$ cat src/rtl/wfsbp_pkg.sv
package wfsbp_pkg;

  typedef struct packed {
    logic [7:0] frame_byte;
    logic       last_byte;
  } in_item_t;

  typedef struct packed {
    logic [2:0]  record_kind;
    logic [47:0] source_address;
    logic [47:0] destination_address;
    logic [15:0] beacon_period;
    logic        privacy;
    logic [7:0]  channel;
    logic [5:0]  ssid_length;
    logic [7:0]  ssid_byte;
    logic [4:0]  ssid_index;
    logic        last_result;
  } out_item_t;

  localparam logic [2:0] KIND_ASSOC   = 3'd0;
  localparam logic [2:0] KIND_REASSOC = 3'd1;
  localparam logic [2:0] KIND_PROBE   = 3'd2;
  localparam logic [2:0] KIND_DATA    = 3'd3;
  localparam logic [2:0] KIND_BEACON  = 3'd4;

  // frame summary handed from the parser to the emitter
  typedef struct packed {
    logic [2:0]  kind;
    logic [47:0] src;
    logic [47:0] dst;
    logic [15:0] interval;
    logic        privacy;
    logic [7:0]  channel;
    logic [5:0]  ssid_len;
    logic [0:31][7:0] ssid;
  } frame_rec_t;

endpackage

$ cat src/rtl/wfsbp_parser.sv
module wfsbp_parser #(
  parameter int SSID_MAX = 32,
  parameter int FCS_MAX  = 4
) (
  input  logic                  clk,
  input  logic                  rst,
  input  logic                  in_valid,
  input  wfsbp_pkg::in_item_t   in_item,
  input  logic [2:0]            fcs_length,
  output logic                  closing,
  output logic                  rec_valid,
  output wfsbp_pkg::frame_rec_t rec
);

  typedef enum logic [2:0] {
    PH_HEADER, PH_FIXED, PH_EID, PH_ELEN, PH_BODY, PH_SKIP
  } phase_t;

  localparam int DL = (FCS_MAX > 0) ? FCS_MAX : 1;

  phase_t      phase;
  logic [7:0]  dline [DL];
  logic [11:0] byte_count;
  logic [15:0] fc;
  logic [47:0] ra, ta;
  logic [15:0] interval;
  logic        priv;
  logic [7:0]  chan;
  logic [0:31][7:0] ssid;
  logic [5:0]  ssid_len;
  logic [7:0]  eid;
  logic [8:0]  erem;
  logic [8:0]  eoff;

  logic [2:0]  lag;
  logic        exits;
  logic [7:0]  pb;
  logic [11:0] idx;
  logic [1:0]  ftype;
  logic [3:0]  fsub;
  logic        rec_hit;
  logic [2:0]  rec_kind;

  always_comb begin
    lag = (fcs_length > 3'(FCS_MAX)) ? 3'(FCS_MAX) : fcs_length;
    exits = byte_count >= 12'(lag);
    pb = in_item.frame_byte;
    for (int i = 0; i < DL; i++) begin
      if (lag == 3'(i + 1)) pb = dline[i];
    end
    idx = byte_count - 12'(lag);
    ftype = fc[3:2];
    fsub = fc[7:4];
    rec_hit = 1'b0;
    rec_kind = wfsbp_pkg::KIND_BEACON;
    if (phase == PH_SKIP) begin
      if (ftype == 2'd0 && fsub == 4'd0) begin
        rec_kind = wfsbp_pkg::KIND_ASSOC; rec_hit = 1'b1;
      end else if (ftype == 2'd0 && fsub == 4'd2) begin
        rec_kind = wfsbp_pkg::KIND_REASSOC; rec_hit = 1'b1;
      end else if (ftype == 2'd0 && fsub == 4'd4) begin
        rec_kind = wfsbp_pkg::KIND_PROBE; rec_hit = 1'b1;
      end else if (ftype == 2'd2 && fc[8]) begin
        rec_kind = wfsbp_pkg::KIND_DATA; rec_hit = 1'b1;
      end
    end else if (phase == PH_EID) begin
      rec_hit = 1'b1;
    end
  end

  always_ff @(posedge clk) begin
    if (rst) begin
      rec_valid <= 1'b0;
      closing <= 1'b0;
      phase <= PH_HEADER;
      byte_count <= '0;
      fc <= '0; ra <= '0; ta <= '0; interval <= '0; priv <= 1'b0; chan <= '0;
      ssid <= '0; ssid_len <= '0; eid <= '0; erem <= '0; eoff <= '0;
      for (int i = 0; i < DL; i++) dline[i] <= '0;
    end else if (closing) begin
      // record built from state after the frame-end byte was parsed
      closing <= 1'b0;
      rec_valid <= rec_hit;
      rec.kind <= rec_kind;
      rec.src <= ta; rec.dst <= ra; rec.interval <= interval;
      rec.privacy <= priv; rec.channel <= chan; rec.ssid_len <= ssid_len;
      rec.ssid <= ssid;
      phase <= PH_HEADER;
      byte_count <= '0;
      fc <= '0; ra <= '0; ta <= '0; interval <= '0; priv <= 1'b0; chan <= '0;
      ssid <= '0; ssid_len <= '0; eid <= '0; erem <= '0; eoff <= '0;
      for (int i = 0; i < DL; i++) dline[i] <= '0;
    end else begin
      rec_valid <= 1'b0;
      if (in_valid) begin
        dline[0] <= in_item.frame_byte;
        for (int i = 1; i < DL; i++) dline[i] <= dline[i-1];
        if (byte_count != 12'hfff) byte_count <= byte_count + 12'd1;
        if (exits) begin
          unique case (phase)
            PH_HEADER: begin
              if (idx == 12'd0) fc[7:0] <= pb;
              if (idx == 12'd1) fc[15:8] <= pb;
              if (idx >= 12'd4 && idx < 12'd10) ra <= {ra[39:0], pb};
              if (idx >= 12'd10 && idx < 12'd16) ta <= {ta[39:0], pb};
              if (idx == 12'd23)
                phase <= (ftype == 2'd0 && fsub == 4'd8) ? PH_FIXED : PH_SKIP;
            end
            PH_FIXED: begin
              if (idx == 12'd32) interval <= {8'd0, pb};
              if (idx == 12'd33) interval[15:8] <= pb;
              if (idx == 12'd34) priv <= pb[4];
              if (idx == 12'd35) phase <= PH_EID;
            end
            PH_EID: begin
              eid <= pb;
              phase <= PH_ELEN;
            end
            PH_ELEN: begin
              erem <= {1'b0, pb};
              eoff <= '0;
              if (eid == 8'd0)
                ssid_len <= (pb < 8'(SSID_MAX)) ? pb[5:0] : 6'(SSID_MAX);
              phase <= (pb != 8'd0) ? PH_BODY : PH_EID;
            end
            PH_BODY: begin
              if (eid == 8'd0 && eoff < 9'(SSID_MAX)) ssid[eoff[4:0]] <= pb;
              if (eid == 8'd3 && eoff == 9'd0) chan <= pb;
              eoff <= eoff + 9'd1;
              erem <= erem - 9'd1;
              if (erem == 9'd1) phase <= PH_EID;
            end
            default: ;
          endcase
        end
        closing <= in_item.last_byte;
      end
    end
  end

endmodule

$ cat src/rtl/wfsbp_emitter.sv
module wfsbp_emitter (
  input  logic                  clk,
  input  logic                  rst,
  input  logic                  rec_valid,
  input  wfsbp_pkg::frame_rec_t rec_in,
  output logic                  busy,
  output logic                  empty,
  input  logic                  pop,
  output wfsbp_pkg::out_item_t  result
);

  // one-deep record queue plus the record being emitted
  logic                  q_valid;
  wfsbp_pkg::frame_rec_t q_rec;
  logic                  act;
  wfsbp_pkg::frame_rec_t cur;
  logic [5:0]            pos;
  logic                  bcn;
  logic [5:0]            slen;

  assign busy = q_valid;
  assign empty = !act;
  assign bcn = cur.kind == wfsbp_pkg::KIND_BEACON;
  assign slen = bcn ? cur.ssid_len : 6'd0;

  always_comb begin
    result.record_kind = cur.kind;
    result.source_address = cur.src;
    result.destination_address = cur.dst;
    result.beacon_period = bcn ? cur.interval : 16'd0;
    result.privacy = bcn & cur.privacy;
    result.channel = bcn ? cur.channel : 8'd0;
    result.ssid_length = slen;
    result.ssid_byte = (pos == 6'd0) ? 8'd0 : cur.ssid[5'(pos - 6'd1)];
    result.ssid_index = (pos == 6'd0) ? 5'd0 : 5'(pos - 6'd1);
    result.last_result = pos == slen;
  end

  always_ff @(posedge clk) begin
    if (rst) begin
      q_valid <= 1'b0;
      act <= 1'b0;
      pos <= '0;
    end else begin
      logic done;
      done = act && pop && (pos == slen);
      if (act && pop && !done) pos <= pos + 6'd1;
      if (rec_valid) begin
        q_valid <= 1'b1;
        q_rec <= rec_in;
      end
      if (!act || done) begin
        if (q_valid) begin
          act <= 1'b1; cur <= q_rec; pos <= '0;
          if (!rec_valid) q_valid <= 1'b0;
        end else begin
          act <= 1'b0;
        end
      end
    end
  end

endmodule

$ cat src/rtl/wifi_frame_station_beacon_parser.sv
// Byte-wide 802.11 receive parser. Takes one frame byte per cycle (push/full) with a
// last-byte mark; the trailing fcs_length bytes (at most FCS_MAX) are delayed and
// ignored. At frame end it queues at most one record (management request, to-DS data
// or beacon); a beacon is followed by one result per SSID byte. Bytes flow at one per
// cycle, except that full is high in the cycle after each frame-end byte while
// the record is formed, and while a record sits in the queue slot, also behind one
// still read out; a record passes the parser's record register, then the queue slot.
// Write cfg only while idle.
module wifi_frame_station_beacon_parser #(
  parameter int SSID_MAX = 32,
  parameter int FCS_MAX  = 4
) (
  input  logic                 clk,
  input  logic                 rst,
  input  logic                 push,
  output logic                 full,
  input  wfsbp_pkg::in_item_t  in_data,
  output logic                 empty,
  input  logic                 pop,
  output wfsbp_pkg::out_item_t out_data,
  input  logic                 cfg_valid,
  output logic                 cfg_ready,
  input  logic [2:0]           cfg_data
);

  logic [2:0]            fcs_length;
  logic                  rec_valid;
  wfsbp_pkg::frame_rec_t rec;
  logic                  busy;
  logic                  closing;

  assign cfg_ready = 1'b1;
  // hold input while a frame is closing or the queue slot is still taken
  assign full = busy || closing;

  always_ff @(posedge clk) begin
    if (rst) fcs_length <= 3'd4;
    else if (cfg_valid) fcs_length <= cfg_data;
  end

  wfsbp_parser #(.SSID_MAX(SSID_MAX), .FCS_MAX(FCS_MAX)) u_parser (
    .clk, .rst, .in_valid(push && !full), .in_item(in_data),
    .fcs_length, .closing, .rec_valid, .rec
  );

  wfsbp_emitter u_emit (
    .clk, .rst, .rec_valid, .rec_in(rec), .busy, .empty, .pop, .result(out_data)
  );

`ifndef SYNTHESIS
  a_no_overrun: assert property (@(posedge clk) disable iff (rst)
    rec_valid |-> !$past(busy)) else $error("record queue overrun");
  a_last_ok: assert property (@(posedge clk) disable iff (rst)
    (!empty && out_data.last_result) |-> (out_data.ssid_index == 5'(out_data.ssid_length - 6'd1)
      || out_data.ssid_length == 6'd0)) else $error("bad last mark");
  a_pop_hold: assert property (@(posedge clk) disable iff (rst)
    (!empty && !pop) |=> !empty) else $error("result lost");
`endif

endmodule
$ cat config.mk
export PLATFORM = sky130hd
export DESIGN_NAME = wifi_frame_station_beacon_parser
export DESIGN_NICKNAME = d
export VERILOG_FILES = /design/src/rtl/wfsbp_pkg.sv /design/src/rtl/wfsbp_parser.sv /design/src/rtl/wfsbp_emitter.sv /design/src/rtl/wifi_frame_station_beacon_parser.sv
export SDC_FILE = /design/constraint.sdc
export NUM_CORES = 2
export LEC_CHECK = 0
export ABC_AREA = 1
export ABC_CLOCK_PERIOD_IN_PS = 19930
export CELL_PAD_IN_SITES_DETAIL_PLACEMENT = 1
export CELL_PAD_IN_SITES_GLOBAL_PLACEMENT = 1
export CORE_UTILIZATION = 47
export DETAILED_ROUTE_END_ITERATION = 8
export DONT_BUFFER_PORTS = 1
export PLACE_DENSITY_LB_ADDON = 0.1
export SLEW_MARGIN = 20
export SYNTH_ARGS = -nofsm -noshare
export SYNTH_HDL_FRONTEND = slang
export SYNTH_HIERARCHICAL = 1
export SYNTH_SLANG_ARGS = --single-unit
$ cat constraint.sdc
create_clock -name clk -period 19.93 [get_ports clk]
set_clock_uncertainty 0.1 [all_clocks]
set_input_delay 2.9895 -clock clk [delete_from_list [all_inputs] [get_ports clk]]
set_output_delay 2.9895 -clock clk [all_outputs]
set_load 0.02 [all_outputs]
* After elaboration in Yosys (flattened, before gate mapping) *
Memories as Yosys holds them, arrays and structs flattened.
Index checks and enable logic that the tools add are counted.

word-level totals
  register bits after elaboration = 1,604
  output and inout port bits = 147
  bits in writable memories = 32
  bits in read-only memories = 0
  input port bits = 17
  word-level logic and storage cells = 345
  memories kept = 1
  latch bits = 0

memories
  name            words  bits a word  read ports  clocked after memory_dff  wr ports  line                RTL
  u_parser.dline  4      8            4           0                         4         wfsbp_parser.sv:22  logic [7:0] dline [DL];

cells by class
  eq/ne operators = 27
  div/mod/pow operators = 0
  reductions and logical operators = 52
  shift operators = 0
  $mul = 0
  multiplexer cells = 62
  add/subtract/negate cells = 6
  magnitude comparators = 11
  bitwise operators = 15

operators by type and width
  cell                                                                                  count
  256-bit bitwise mux                                                                   1
  8-bit two-way mux                                                                     18
  12-bit by 6-bit == test with 1-bit output, second input constant                      4
  8-bit binary-select mux with 5-bit select                                             1
  8-bit demux with 5-bit select                                                         1
  4-bit AND reduction                                                                   10
  9-bit case mux with 2 select lines                                                    2
  16-bit two-way mux                                                                    2
  3-bit two-way mux                                                                     10
  6-bit two-way mux                                                                     5
  1-bit two-way mux                                                                     20
  3-bit case mux with 5 select lines                                                    1
  1-bit logical AND                                                                     14
  12-bit by 1-bit adder with 12-bit output, second input constant                       1
  12-bit by 1-bit == test with 1-bit output, second input constant                      1
  12-bit by 5-bit == test with 1-bit output, second input constant                      1
  3-bit by 2-bit == test with 1-bit output, second input constant                       4
  3-bit == test, second input constant                                                  4
  12-bit by 3-bit greater-or-equal comparator with 1-bit output                         1
  12-bit by 3-bit greater-or-equal comparator with 1-bit output, second input constant  1
  12-bit by 4-bit greater-or-equal comparator with 1-bit output, second input constant  1
  6-bit greater-or-equal comparator, second input constant                              2
  12-bit logical NOT                                                                    1
  12-bit by 4-bit less-than comparator with 1-bit output, second input constant         1
  other kinds (41)                                                                      66

* Longest topological paths before layout *
  word-level depth = 10
  mapped depth = 20
  depth with buffers taken out = 18

* By module *
Netlist, hierarchy kept.

by module, submodules not included
  module                            sequential area each (um2)  area each (um2)  cells each  instances
  wfsbp_parser                      21,140.3                    29,937.5         2,763       1
  wfsbp_emitter                     23,342.4                    27,487.6         1,585       1
  wifi_frame_station_beacon_parser  60.1                        147.6            23          1

* Worst setup path before layout *
No wires, ideal clock.

  path kind = in2reg
  start point = input port pop
  end point = register u_emit/cur[0] in the netlist's numbering (enable)
  library setup time = 1,141 ps
  data arrival time = 19,195 ps
  path slack = -506 ps
  path buffers = 0
  cell stages on the path = 4
  required time = 18,689 ps
  cell sequence = nand3_1 -> nand2_2 -> nand2_2 -> nor2_1

on the way
  cells in the longest elaborated chain, start to end = 4

ends and longest elaborated chain
  what                            line                                    RTL
  start: declaration              wifi_frame_station_beacon_parser.sv:19  input logic pop,
  1-bit logical AND (2 in a row)  wfsbp_emitter.sv:46                     done = act && pop && (pos == slen);
  1-bit logical OR                wfsbp_emitter.sv:52                     if (!act || done) begin
  3-bit AND reduction (no line)   -
  end signal: assignment          wfsbp_emitter.sv:54                     act <= 1'b1; cur <= q_rec; pos <= '0;
  end: declaration                wfsbp_emitter.sv:16                     wfsbp_pkg::frame_rec_t cur;

Every way passes these cells.
A chain may end at the register's enable or synchronous reset.

==> flow_summary_export.csv <==
group,metric,value,unit
status,status,"completed",
cts,htree_levels,4,
sta,hold_slack,308,ps
critical_path,crit_fanout,77,
synthesis,yosysSeqAreaShare,0.774,
floorplan,initial_core_util,0.473,
sta,period_minus_slack,7230,ps
synthesis,syn_inst,4371,
cts,cts_sinks,1634,
cells_and_area,drive_gt1_frac,0.0962,
synthesis,synth_nets,4402,
place,dpl.hpwl,82400,um
critical_path,worstSetupEndpointType,"output pin",
cts,hold_buffers,0,
place,gp_congestion,0.811,
floorplan,rows,128,
cells_and_area,antenna_cells,0,
cts,cts_resized,0,
critical_path,cp.arrival,4140,ps
drt,routed-via-count,31990,
critical_path,cp.required,16840,ps
cells_and_area,fin_util,0.525,
power,vdd_drop_max,0.0773,mV
grt,grt_pass1_vias,32289,
synthesis,async_flop_share,0,
cts,cts_setup_buffers,0,
power,p_leak,21.6,nW
sta,slew_violations,0,
power,p_total,0.00682,W
sta,fmaxAchievable,0.138,GHz
critical_path,worstSetupPathType,"reg -> out",
cells_and_area,final_nets,4345,
grt,antenna_found_initial,0,
synthesis,yosys_warnings,6,
drt,avgRoutedWirePerCell,22.7,um
floorplan,die_h,352,um
cts,cts_made_buffers,167,
synthesis,postSynthAreaPerCell,13.2,um2
cts,cts_tree,"done",
drt,drt-total-wl,138000,um
sta,relSlewSlack,0.229,
grt,globalRouteOverflowTotal,0,
sta,finalSetupTns,0,ps
power,power.density,107,nW/um2
cts,clock_latency,770,ps
synthesis,synth_seq_cells,1634,
place,portBuffers,0,
floorplan,core_area,122000,um2
flow_run,cap_violations,0,
synthesis,ys_types,54,
sta,hold_viol,0,
sta,grt_setup_unrepaired,"false",
synthesis,synthFlopType,"edfxtp_1",
sta,finalSetupViolations,0,
drt,dr.pass1.iters,5,
hold_path,hold_path.class,"reg -> reg",
floorplan,io_pins,164,
grt,grt_pass1_wl,206000,um
synthesis,synth_top_cells_by_count,"edfxtp_1 (1,182), nand2_1 (956), dfxtp_1 (452)",
grt,grt.total_usage,0.222,
floorplan,dieArea,124000,um2
floorplan,die_width,352,um
critical_path,worst_setup_path_start_kind,"flip-flop",
drt,first_iter_violations,2401,
synthesis,syn_area,57600,um2
drt,ant_nets,0,
cts,cts_root_buffer,"clkbuf_16",
synthesis,synth_area_leader_cell,"edfxtp_1",
sta,period_share,0.363,
synthesis,synth_edf_count,1182,
grt,grt_max_degree,150,
cts,cts_buffer_depth,3,
synthesis,yosysMostFrequentCell,"edfxtp_1",
cts,path_clk_slew,60,ps
sta,tightestPinTransition,1160,ps
drt,avgViaCountPerCell,5.26,
cells_and_area,area_delta_synth_final,10.9,%
synthesis,synth_area_leaders,"edfxtp_1 (62%), dfxtp_1 (16%), nand2_1 (6.2%)",
synthesis,synth_top_area_frac,0.617,
drt,drc_errors,0,
==> sequential cells by signal (all words and copies together) (netlist names), 3 cells and up <==
name	cells
u_emit/q_rec	386
u_parser/rec	386
u_emit/cur	287
u_parser/ssid	256
u_emit/result	99
u_parser/ra	48
u_parser/ta	48
u_parser/dline	32
u_parser/interval	16
u_parser/byte_count	12
u_parser/eoff	9
u_parser/erem	9
u_parser/chan	8
u_parser/eid	8
u_parser/fc	7
u_emit/pos	6
u_parser/ssid_len	6
fcs_length	3
u_parser/phase	3
==> worst max-delay path, cell delays in order, from the launching register on <==
cell and delay, ps:
dfxtp_4 560, inv_4 290, ha_2 440, buf_4 740
nand3_1 160, nand2_1 110, o21ai_0 70, a21oi_1 500
o22ai_1 430
==> path summary, 6_finish.rpt <==
check,startpoint,to,slack (ps),cells after the start
worst max register to register,u_emit/pos[0],u_emit/result[75],14750,12
worst max-delay path,u_emit/pos[0],out_data[8],12700,8
worst min-delay path,u_emit/q_rec[248],u_emit/cur[248],310,0
worst min register to register,u_emit/q_rec[248],u_emit/cur[248],310,0
==> cells in the final DEF, fill, tap and decap left out, drive strengths merged, types with 6 or more instances in the layout <==
cell type  Yosys  final
clkinv         5     74
a21boi         6      6
a211oi         9      9
nor2         330    330
ha            13     13
dfxtp        452    452
nor3          55     55
edfxtp      1182   1182
a22oi         24     24
inv          227    225
nand3        162    162
o22ai          8      8
o211ai        18     18
buf          173     42
nand2        968    968
xor2           9      9
a21oi        421    421
o21ai        168    168
bufinv         0      9
clkbuf        95    235
nand4         19     19
==> stage by stage <==
step | cells | cell area, um2 | setup WS, ps
floorplan | 4371 | 57600 | 6060
global placement | 5769 | 58400 | 13560
detailed placement | 5769 | 58400 | 13520
CTS | 6084 | 63800 | 12680
global route | 6085 | 63900 | 12460
finish | 6085 | 63900 | 12700
==> final cells by class <==
cell class	instances	area, um2
Timing Repair Buffer	42	348
Inverter	232	891
Tap cell	1625	2030
Sequential cell	1634	44500
Clock buffer	235	4780
Clock inverter	80	669
Multi-Input combinational cell	2237	10600
Fill cell	12062	57900
==> layer usage <==
metal  GRT usage  share of wire
met1       0.317           0.46
met4      0.0747          0.028
met3      0.0408          0.048
met2       0.343           0.46
met5           0              0
==> report_power, final <==
| part | internal (W) | total (W) | switching, W |
|---|---|---|---|
| combinational | 0.0000174 | 0.000129 | 0.000112 |
| clock | 0.00179 | 0.00306 | 0.00127 |
| sequential | 0.00362 | 0.00363 | 0.00000663 |
==> cells by family after synthesis <==
logic type	share of synthesized area
adders and majority gates	0.00317
and+or+nand+nor	0.116
buffers and inverters	0.0429
AOI/OAI and AO/OA	0.0606
DFF	0.774
muxes	0.000695
other	0.0000651
xor gates and xnor gates	0.00246
Power figures use the tool's default switching activity.
